==> src/gdm_pkg.sv <==
// ----------------------------------------------------------------------------
// gdm_pkg: shared constants and calendar tables
// constants, reciprocal for the divide by 100, and month lookup functions
// ----------------------------------------------------------------------------
package gdm_pkg;

   localparam int unsigned YEAR_W     = 14;
   localparam int unsigned MONTH_W    = 4;
   localparam int unsigned DAY_W      = 5;
   localparam int unsigned HOUR_W     = 5;
   localparam int unsigned MINUTE_W   = 6;
   localparam int unsigned ELAPSED_W  = 32;

   localparam int unsigned FIRST_YEAR = 1900;
   localparam int unsigned LAST_YEAR  = 9999;

   // n / 100 == (n * RECIP_100) >> RECIP_SHIFT for every 14-bit n
   localparam int unsigned RECIP_100   = 5243;
   localparam int unsigned RECIP_W     = 13;
   localparam int unsigned RECIP_SHIFT = 19;
   localparam int unsigned PROD_W      = YEAR_W + RECIP_W;
   localparam int unsigned QUOT_W      = PROD_W - RECIP_SHIFT;

   // leap years among years 1..1899
   localparam int unsigned LEAPS_BEFORE_FIRST = 460;

   localparam int unsigned DAYS_W      = 22;
   localparam int unsigned DAY_MIN_W   = 11;
   localparam int unsigned DBM_W       = 9;
   localparam int unsigned MIN_PER_DAY = 1440;
   localparam int unsigned MIN_PER_HR  = 60;

   localparam logic [MONTH_W-1:0] MONTH_FEB = 4'd2;
   localparam logic [MONTH_W-1:0] MONTH_DEC = 4'd12;

   // length of a month in a common year, zero for codes that are no month
   function automatic logic [DAY_W-1:0] month_len(input logic [MONTH_W-1:0] m);
      logic [DAY_W-1:0] len;
      unique case (m)
         4'd1, 4'd3, 4'd5, 4'd7, 4'd8, 4'd10, 4'd12: len = 5'd31;
         4'd4, 4'd6, 4'd9, 4'd11:                    len = 5'd30;
         4'd2:                                       len = 5'd28;
         default:                                    len = 5'd0;
      endcase
      return len;
   endfunction

   // days in the common year before the first of the month
   function automatic logic [DBM_W-1:0] days_before_month(input logic [MONTH_W-1:0] m);
      logic [DBM_W-1:0] dbm;
      unique case (m)
         4'd2:    dbm = 9'd31;
         4'd3:    dbm = 9'd59;
         4'd4:    dbm = 9'd90;
         4'd5:    dbm = 9'd120;
         4'd6:    dbm = 9'd151;
         4'd7:    dbm = 9'd181;
         4'd8:    dbm = 9'd212;
         4'd9:    dbm = 9'd243;
         4'd10:   dbm = 9'd273;
         4'd11:   dbm = 9'd304;
         4'd12:   dbm = 9'd334;
         default: dbm = 9'd0;
      endcase
      return dbm;
   endfunction

endpackage

==> src/gregorian_datetime_to_minutes.sv <==
// ----------------------------------------------------------------------------
// gregorian_datetime_to_minutes: calendar timestamp to minutes since 1900
// validates year/month/day/hour/minute and counts minutes from 1900-01-01
// ----------------------------------------------------------------------------
// throughput: one item per cycle unless the output stalls; four register stages,
//   each with its own valid bit, so a stalled output only holds stages that are occupied
// reset: synchronous, active high; clears all stage valid bits, payload
//   registers are not reset
// ----------------------------------------------------------------------------
module gregorian_datetime_to_minutes (
   input  logic                              clock,
   input  logic                              reset,
   // input channel
   input  logic                              req_valid,
   output logic                              req_stall,
   input  logic [gdm_pkg::YEAR_W-1:0]        req_year,
   input  logic [gdm_pkg::MONTH_W-1:0]       req_month,
   input  logic [gdm_pkg::DAY_W-1:0]         req_day,
   input  logic [gdm_pkg::HOUR_W-1:0]        req_hour,
   input  logic [gdm_pkg::MINUTE_W-1:0]      req_minute,
   // result channel
   output logic                              rsp_valid,
   input  logic                              rsp_stall,
   output logic                              rsp_is_valid,
   output logic [gdm_pkg::ELAPSED_W-1:0]     rsp_elapsed_minutes
);

   localparam int unsigned YW = gdm_pkg::YEAR_W;
   localparam int unsigned PW = gdm_pkg::PROD_W;
   localparam int unsigned QW = gdm_pkg::QUOT_W;
   localparam int unsigned DW = gdm_pkg::DAYS_W;
   localparam int unsigned MW = gdm_pkg::DAY_MIN_W;

   // ---------------------------------------------------------------------------
   // stage enables: a stage loads when it is empty or its successor moves on
   // ---------------------------------------------------------------------------
   logic s1_valid_ff, s2_valid_ff, s3_valid_ff, rsp_valid_ff;
   logic s1_en, s2_en, s3_en, s4_en;

   assign s4_en     = !rsp_valid_ff || !rsp_stall;
   assign s3_en     = !s3_valid_ff  || s4_en;
   assign s2_en     = !s2_valid_ff  || s3_en;
   assign s1_en     = !s1_valid_ff  || s2_en;
   assign req_stall = !s1_en;

   // ---------------------------------------------------------------------------
   // stage 1: field range checks, reciprocal products for y/100 and (y-1)/100
   // ---------------------------------------------------------------------------
   logic [YW-1:0]                      s1_year_ff;
   logic [gdm_pkg::MONTH_W-1:0]        s1_month_ff;
   logic [gdm_pkg::DAY_W-1:0]          s1_day_ff;
   logic [gdm_pkg::HOUR_W-1:0]         s1_hour_ff;
   logic [gdm_pkg::MINUTE_W-1:0]       s1_minute_ff;
   logic                               s1_ok_ff, s1_ok_in;
   logic [PW-1:0]                      s1_prod_y_ff, s1_prod_y_in;
   logic [PW-1:0]                      s1_prod_n_ff, s1_prod_n_in;

   always_comb begin
      s1_ok_in = (req_year >= YW'(gdm_pkg::FIRST_YEAR))
              && (req_year <= YW'(gdm_pkg::LAST_YEAR))
              && (req_month != '0)
              && (req_month <= gdm_pkg::MONTH_DEC)
              && (req_hour <= gdm_pkg::HOUR_W'(23))
              && (req_minute <= gdm_pkg::MINUTE_W'(59));
      s1_prod_y_in = PW'(req_year) * PW'(gdm_pkg::RECIP_100);
      s1_prod_n_in = PW'(req_year - YW'(1)) * PW'(gdm_pkg::RECIP_100);
   end

   always_ff @(posedge clock) begin
      if (reset) begin
         s1_valid_ff <= 1'b0;
      end else if (s1_en) begin
         s1_valid_ff <= req_valid;
      end
      if (s1_en) begin
         s1_year_ff   <= req_year;
         s1_month_ff  <= req_month;
         s1_day_ff    <= req_day;
         s1_hour_ff   <= req_hour;
         s1_minute_ff <= req_minute;
         s1_ok_ff     <= s1_ok_in;
         s1_prod_y_ff <= s1_prod_y_in;
         s1_prod_n_ff <= s1_prod_n_in;
      end
   end

   // ---------------------------------------------------------------------------
   // stage 2: leap-year test, leap count since 1900, day-of-month check
   // ---------------------------------------------------------------------------
   logic [QW-1:0]                      q_y, q_n;
   logic [YW-1:0]                      n_year;
   logic [YW:0]                        q_y_x100;
   logic                               is_leap;
   logic [gdm_pkg::DAY_W-1:0]          mlen;

   logic [YW-1:0]                      s2_year_ff;
   logic [gdm_pkg::MONTH_W-1:0]        s2_month_ff;
   logic [gdm_pkg::DAY_W-1:0]          s2_day_ff;
   logic [gdm_pkg::HOUR_W-1:0]         s2_hour_ff;
   logic [gdm_pkg::MINUTE_W-1:0]       s2_minute_ff;
   logic                               s2_ok_ff, s2_ok_in;
   logic                               s2_leap_ff;
   logic [YW-1:0]                      s2_leaps_ff, s2_leaps_in;

   always_comb begin
      q_y      = s1_prod_y_ff[PW-1:gdm_pkg::RECIP_SHIFT];
      q_n      = s1_prod_n_ff[PW-1:gdm_pkg::RECIP_SHIFT];
      n_year   = s1_year_ff - YW'(1);
      q_y_x100 = (YW+1)'(q_y) * (YW+1)'(100);
      // divisible by 4 and not by 100, or divisible by 400
      if (q_y_x100 == {1'b0, s1_year_ff}) begin
         is_leap = (q_y[1:0] == 2'b00);
      end else begin
         is_leap = (s1_year_ff[1:0] == 2'b00);
      end
      mlen = gdm_pkg::month_len(s1_month_ff);
      if (s1_month_ff == gdm_pkg::MONTH_FEB && is_leap) begin
         mlen = gdm_pkg::DAY_W'(29);
      end
      s2_ok_in = s1_ok_ff && (s1_day_ff != '0) && (s1_day_ff <= mlen);
      // leaps among years 1900..y-1; wraps only for years that are rejected
      s2_leaps_in = (n_year >> 2) - YW'(q_n) + YW'(q_n >> 2)
                  - YW'(gdm_pkg::LEAPS_BEFORE_FIRST);
   end

   always_ff @(posedge clock) begin
      if (reset) begin
         s2_valid_ff <= 1'b0;
      end else if (s2_en) begin
         s2_valid_ff <= s1_valid_ff;
      end
      if (s2_en) begin
         s2_year_ff   <= s1_year_ff;
         s2_month_ff  <= s1_month_ff;
         s2_day_ff    <= s1_day_ff;
         s2_hour_ff   <= s1_hour_ff;
         s2_minute_ff <= s1_minute_ff;
         s2_ok_ff     <= s2_ok_in;
         s2_leap_ff   <= is_leap;
         s2_leaps_ff  <= s2_leaps_in;
      end
   end

   // ---------------------------------------------------------------------------
   // stage 3: day count since 1900-01-01 and minute of the day
   // ---------------------------------------------------------------------------
   logic [YW-1:0]                      year_ofs;
   logic [DW:0]                        year_days;
   logic [DW:0]                        days_sum;
   logic                               s3_ok_ff;
   logic [DW-1:0]                      s3_days_ff, s3_days_in;
   logic [MW-1:0]                      s3_mod_ff, s3_mod_in;

   always_comb begin
      year_ofs  = s2_year_ff - YW'(gdm_pkg::FIRST_YEAR);
      year_days = (DW+1)'(year_ofs) * (DW+1)'(365);
      days_sum  = year_days
                + (DW+1)'(s2_leaps_ff)
                + (DW+1)'(gdm_pkg::days_before_month(s2_month_ff))
                + (DW+1)'(s2_day_ff - gdm_pkg::DAY_W'(1));
      // leap day already behind us from March on
      if (s2_month_ff > gdm_pkg::MONTH_FEB && s2_leap_ff) begin
         days_sum = days_sum + (DW+1)'(1);
      end
      s3_days_in = days_sum[DW-1:0];
      s3_mod_in  = MW'(s2_hour_ff) * MW'(gdm_pkg::MIN_PER_HR) + MW'(s2_minute_ff);
   end

   always_ff @(posedge clock) begin
      if (reset) begin
         s3_valid_ff <= 1'b0;
      end else if (s3_en) begin
         s3_valid_ff <= s2_valid_ff;
      end
      if (s3_en) begin
         s3_ok_ff   <= s2_ok_ff;
         s3_days_ff <= s3_days_in;
         s3_mod_ff  <= s3_mod_in;
      end
   end

   // ---------------------------------------------------------------------------
   // stage 4: days * 1440 + minute of day into the output register
   // ---------------------------------------------------------------------------
   logic [DW+MW-1:0]                   total;
   logic                               rsp_is_valid_ff;
   logic [gdm_pkg::ELAPSED_W-1:0]      rsp_elapsed_ff, rsp_elapsed_in;

   always_comb begin
      total = (DW+MW)'(s3_days_ff) * (DW+MW)'(gdm_pkg::MIN_PER_DAY) + (DW+MW)'(s3_mod_ff);
      rsp_elapsed_in = s3_ok_ff ? total[gdm_pkg::ELAPSED_W-1:0] : '0;
   end

   always_ff @(posedge clock) begin
      if (reset) begin
         rsp_valid_ff <= 1'b0;
      end else if (s4_en) begin
         rsp_valid_ff <= s3_valid_ff;
      end
      if (s4_en) begin
         rsp_is_valid_ff <= s3_ok_ff;
         rsp_elapsed_ff  <= rsp_elapsed_in;
      end
   end

   assign rsp_valid           = rsp_valid_ff;
   assign rsp_is_valid        = rsp_is_valid_ff;
   assign rsp_elapsed_minutes = rsp_elapsed_ff;

   // ---------------------------------------------------------------------------
   // assertions
   // ---------------------------------------------------------------------------
   // an invalid timestamp always reports zero minutes
   a_invalid_zero: assert property (@(posedge clock) disable iff (reset)
      (rsp_valid && !rsp_is_valid) |-> (rsp_elapsed_minutes == '0))
      else $error("invalid timestamp with nonzero minute count");

   // input is only held off when every stage is full and the output is stalled
   a_stall_full: assert property (@(posedge clock) disable iff (reset)
      req_stall |-> (rsp_valid && rsp_stall && s1_valid_ff && s2_valid_ff && s3_valid_ff))
      else $error("input stalled while the pipeline has room");

   // reset empties the output stage
   a_reset_empty: assert property (@(posedge clock)
      reset |=> !rsp_valid)
      else $error("result offered right after reset");

   // a stalled stage 3 item is not lost: stage 3 holds while stage 4 cannot move
   a_s3_hold: assert property (@(posedge clock) disable iff (reset)
      (s3_valid_ff && !s4_en) |=> (s3_valid_ff && $stable(s3_days_ff)))
      else $error("stage 3 item dropped during stall");

endmodule
==> config.mk <==
export PLATFORM = sky130hd
export DESIGN_NAME = gregorian_datetime_to_minutes
export DESIGN_NICKNAME = d
export VERILOG_FILES = /design/src/gdm_pkg.sv /design/src/gregorian_datetime_to_minutes.sv
export SDC_FILE = /design/constraint.sdc
export NUM_CORES = 1
export LEC_CHECK = 0
export BUFFER_PORTS_ARGS = -buffer_cell sky130_fd_sc_hd__buf_2
export CELL_PAD_IN_SITES_DETAIL_PLACEMENT = 1
export CELL_PAD_IN_SITES_GLOBAL_PLACEMENT = 2
export CORE_UTILIZATION = 47
export DETAILED_ROUTE_END_ITERATION = 12
export PLACE_DENSITY_LB_ADDON = 0.1
export SLEW_MARGIN = 20
export SYNTH_ARGS = -nofsm -noshare
export SYNTH_HDL_FRONTEND = slang
export SYNTH_SLANG_ARGS = --single-unit
==> constraint.sdc <==
create_clock -name clock -period 11.5 [get_ports clock]
set_clock_uncertainty 0.1 [all_clocks]
set_input_delay 1.725 -clock clock [delete_from_list [all_inputs] [get_ports clock]]
set_output_delay 1.725 -clock clock [all_outputs]
set_load 0.005 [all_outputs]
==> run_results.csv <==
group,metric,value,unit
floorplan,floorplan.die.height,228,um
critical_path,worst_ep_required_time,11.63,ns
timing,timing.final.crit_period,8.87,ns
floorplan,floorplan.initialDensity,47.7,%
synth,yosys_register_bits,184,
synth,top_flip_flop_cell_by_instance_count_after_synthesis,"sky130_fd_sc_hd__edfxtp_1",
critical_path,timing.reg2reg.setup_slack,3.82,ns
floorplan,boundaryPins,73,
timing,worst_slew_pin_slew,1.00,ns
grt,wire_length_of_the_first_global_routing_pass,89.4,mm
placement,placed_cell_count,3061,
synth,syn_area_per_cell,10.3,um^2
grt,grt_pass1_vias,17900,
grt,grt-ovfl-total,0,
timing,slew_violations,0,
clock_network,cts-root-buf,"sky130_fd_sc_hd__clkbuf_16",
clock_network,clk_path_buf_depth,2,
hold_path,worst_hold_path_type,"reg -> reg",
placement,post-dp-hpwl,46.8,mm
route,via_count,16000,
timing,setup_total_negative_slack,0,ns
clock_network,ctsHoldBuffers,0,
synth,synth_top_cells_by_count,"sky130_fd_sc_hd__inv_1, sky130_fd_sc_hd__ha_1, sky130_fd_sc_hd__fa_1",
synth,count_of_flip_flops_with_a_built_in_enable_after_synthesis,168,
synth,synth.top_cell.area_share,22.5,%
clock_network,cts_repair_resize_count,0,
grt,grt_antenna_before_repair,0,
clock_network,clock-sinks,184,
route,detailedRoute.firstPassIterationCount,4,
route,postRouteAntennaNets,0,
critical_path,crit_type,"in -> reg",
timing,min_period_over_period,77.1,%
clock_network,clock_tree_from_tritoncts,"done",
synth,mappedNetlistNets,3047,
status,status,"finished clean",
placement,placement.io_buffers,72,
critical_path,worst_setup_path_end_kind,"register",
placement,pre_cts_ws,2.06,ns
floorplan,floorplan.die_area,0.0518,mm^2
layout,area_delta_synth_final,7.56,%
critical_path,cp.arrival,8.99,ns
route,route.detailed.wl_per_inst,17.2,um
timing,slew_headroom,32.3,%
critical_path,cp-start-kind,"primary input",
timing,rsz0062_at_grt,"false",
synth,distinct_cell_type_count_of_the_synthesized_netlist,78,
synth,yosys.cell_count.top_type,"sky130_fd_sc_hd__inv_1",
clock_network,cts_made_buffers,17,
grt,grt_use_total,21.4,%
clock_network,clock_insertion_delay_worst_skew,0.48,ns
run,drv_cap,0,
route,initialDrtViolationCount,480,
route,average_via_count_per_standard_cell,5.18,
timing,final-hold-violation-count,0,
clock_network,clk_pin_slew_worst_paths,0.07,ns
floorplan,num_rows,82,
layout,post_layout_nonfiller_instances,3093,
synth,synth_cells,2320,
timing,final-setup-viol-count,0,
route,finalWirelength,53.3,mm
clock_network,h-tree-depth,4,
timing,clock.fmax,113,MHz
critical_path,max_fanout_on_critical_path,18,
timing,final_setup_slack_of_the_worst_path,2.63,ns
synth,synth_seq_area_share,22.4,%
floorplan,fp.coreArea,0.0502,mm^2
clock_network,cts_setup_buffers,0,
layout,antenna-diode-count,0,
synth,synth.largest_area_cell,"sky130_fd_sc_hd__fa_1",
placement,routabilityCongestion,0.838,
synth,netlist_area,0.0239,mm^2
layout,layout.filler_cells,5558,
layout,layout-drive-gt1-share,6.03,%
route,drt_drc_violations_left,0,
synth,netlist_top_cells_area,"sky130_fd_sc_hd__fa_1, sky130_fd_sc_hd__ha_1, sky130_fd_sc_hd__edfxtp_1",
layout,layout.nets,3135,
synth,synth.yosys.warnings,0,
grt,grt_max_degree,58,
synth,synthArstFlopShare,0,%
floorplan,horiz_die_dim,228,um
## metal layers
metal  global-route usage, %  wire [um]
met1                    25.5      23200
met2                    40.5      28600
met3                    2.61        616
met4                    5.41        813
met5                       0          0
## cells by family (layout without fill, tap and decap cells)
| logic type | count (synthesis) | after routing | synth area share (%) |
|---|---|---|---|
| XOR/XNOR | 202 | 202 | 7.45 |
| multiplexers | 15 | 15 | 0.643 |
| adder cells (fa/ha/maj) | 689 | 689 | 44.4 |
| buffers and inverters | 557 | 658 | 8.76 |
| flip-flops | 184 | 184 | 22.4 |
| AO/OA/AOI/OAI | 307 | 307 | 8.40 |
| AND/OR/NAND/NOR | 366 | 366 | 7.90 |
## cell type report
class	count	area, um^2	area share [%]
multi-input combinational	1579	16500	64.0
clock buffer	21	450	1.75
inverter	542	2030	7.90
sequential	184	5370	20.8
timing repair buffer	84	450	1.75
tap	672	841	3.26
clock inverter	11	125	0.486
## cells in the final DEF (no fill, tap or decap), drive strengths merged, types with 59 or more instances in the layout
cell type	netlist	final
nand2	84	84
xor2	62	62
xnor2	140	140
inv	542	550
edfxtp	168	168
a21oi	95	95
buf	2	84
o21ai	59	59
ha	420	420
fa	269	269
nor2	83	83
## metrics by stage
step	util, %	hold WS (ns)	instance area (um^2)
after global routing	51.3	0.334	25800
after floorplan	-	0.300	23900
after CTS	51.3	0.324	25800
after detailed placement	50.2	0.305	25200
final	51.3	0.321	25800
after global placement	50.2	0.302	25200
## registers in the layout, summed over array words and instances (netlist names), 6 cells and up, named ones only
register             flops
s1_year_ff              14
s1_minute_ff             6
s2_leaps_ff             14
s3_days_ff              22
s3_mod_ff               11
s1_prod_y_ff             8
s1_prod_n_ff             8
s2_year_ff              14
rsp_elapsed_minutes     32
s2_minute_ff             6
## worst paths after layout
check | to | from | cells past startpoint
worst min register to register | s3_ok_ff$_DFFE_PP_ | s2_ok_ff$_DFFE_PN_ | 0
worst max-delay path | s1_prod_n_ff[25]$_DFFE_PN_ | req_year[0] | 28
worst min-delay path | s3_ok_ff$_DFFE_PP_ | s2_ok_ff$_DFFE_PN_ | 0
worst max register to register | s3_days_ff[21]$_DFFE_PP_ | s2_year_ff[2]$_DFFE_PN_ | 24
## worst max-delay path: stages
cell	delay [ns]
sky130_fd_sc_hd__buf_2	0.17
sky130_fd_sc_hd__inv_1	0.19
sky130_fd_sc_hd__ha_1	0.37
sky130_fd_sc_hd__nand3_1	0.14
sky130_fd_sc_hd__or3_1	0.36
sky130_fd_sc_hd__nand2_1	0.10
sky130_fd_sc_hd__nand2_1	0.42
sky130_fd_sc_hd__inv_1	0.78
sky130_fd_sc_hd__ha_1	0.43
sky130_fd_sc_hd__inv_1	0.09
sky130_fd_sc_hd__ha_1	0.26
sky130_fd_sc_hd__xnor2_1	0.16
sky130_fd_sc_hd__fa_1	0.53
sky130_fd_sc_hd__inv_1	0.05
sky130_fd_sc_hd__fa_1	0.47
sky130_fd_sc_hd__inv_1	0.05
sky130_fd_sc_hd__fa_1	0.50
sky130_fd_sc_hd__fa_1	0.51
sky130_fd_sc_hd__ha_1	0.31
sky130_fd_sc_hd__a21oi_1	0.07
sky130_fd_sc_hd__nor2b_1	0.20
sky130_fd_sc_hd__nand3_1	0.10
sky130_fd_sc_hd__o31ai_1	0.07
sky130_fd_sc_hd__a21oi_1	0.10
sky130_fd_sc_hd__a31oi_1	0.38
sky130_fd_sc_hd__a21oi_1	0.16
sky130_fd_sc_hd__o21bai_1	0.18
sky130_fd_sc_hd__xor2_1	0.09
Power is left out: the tool's default activity adds up to more than one toggle a clock period on the data nets, which glitch-free logic cannot reach.
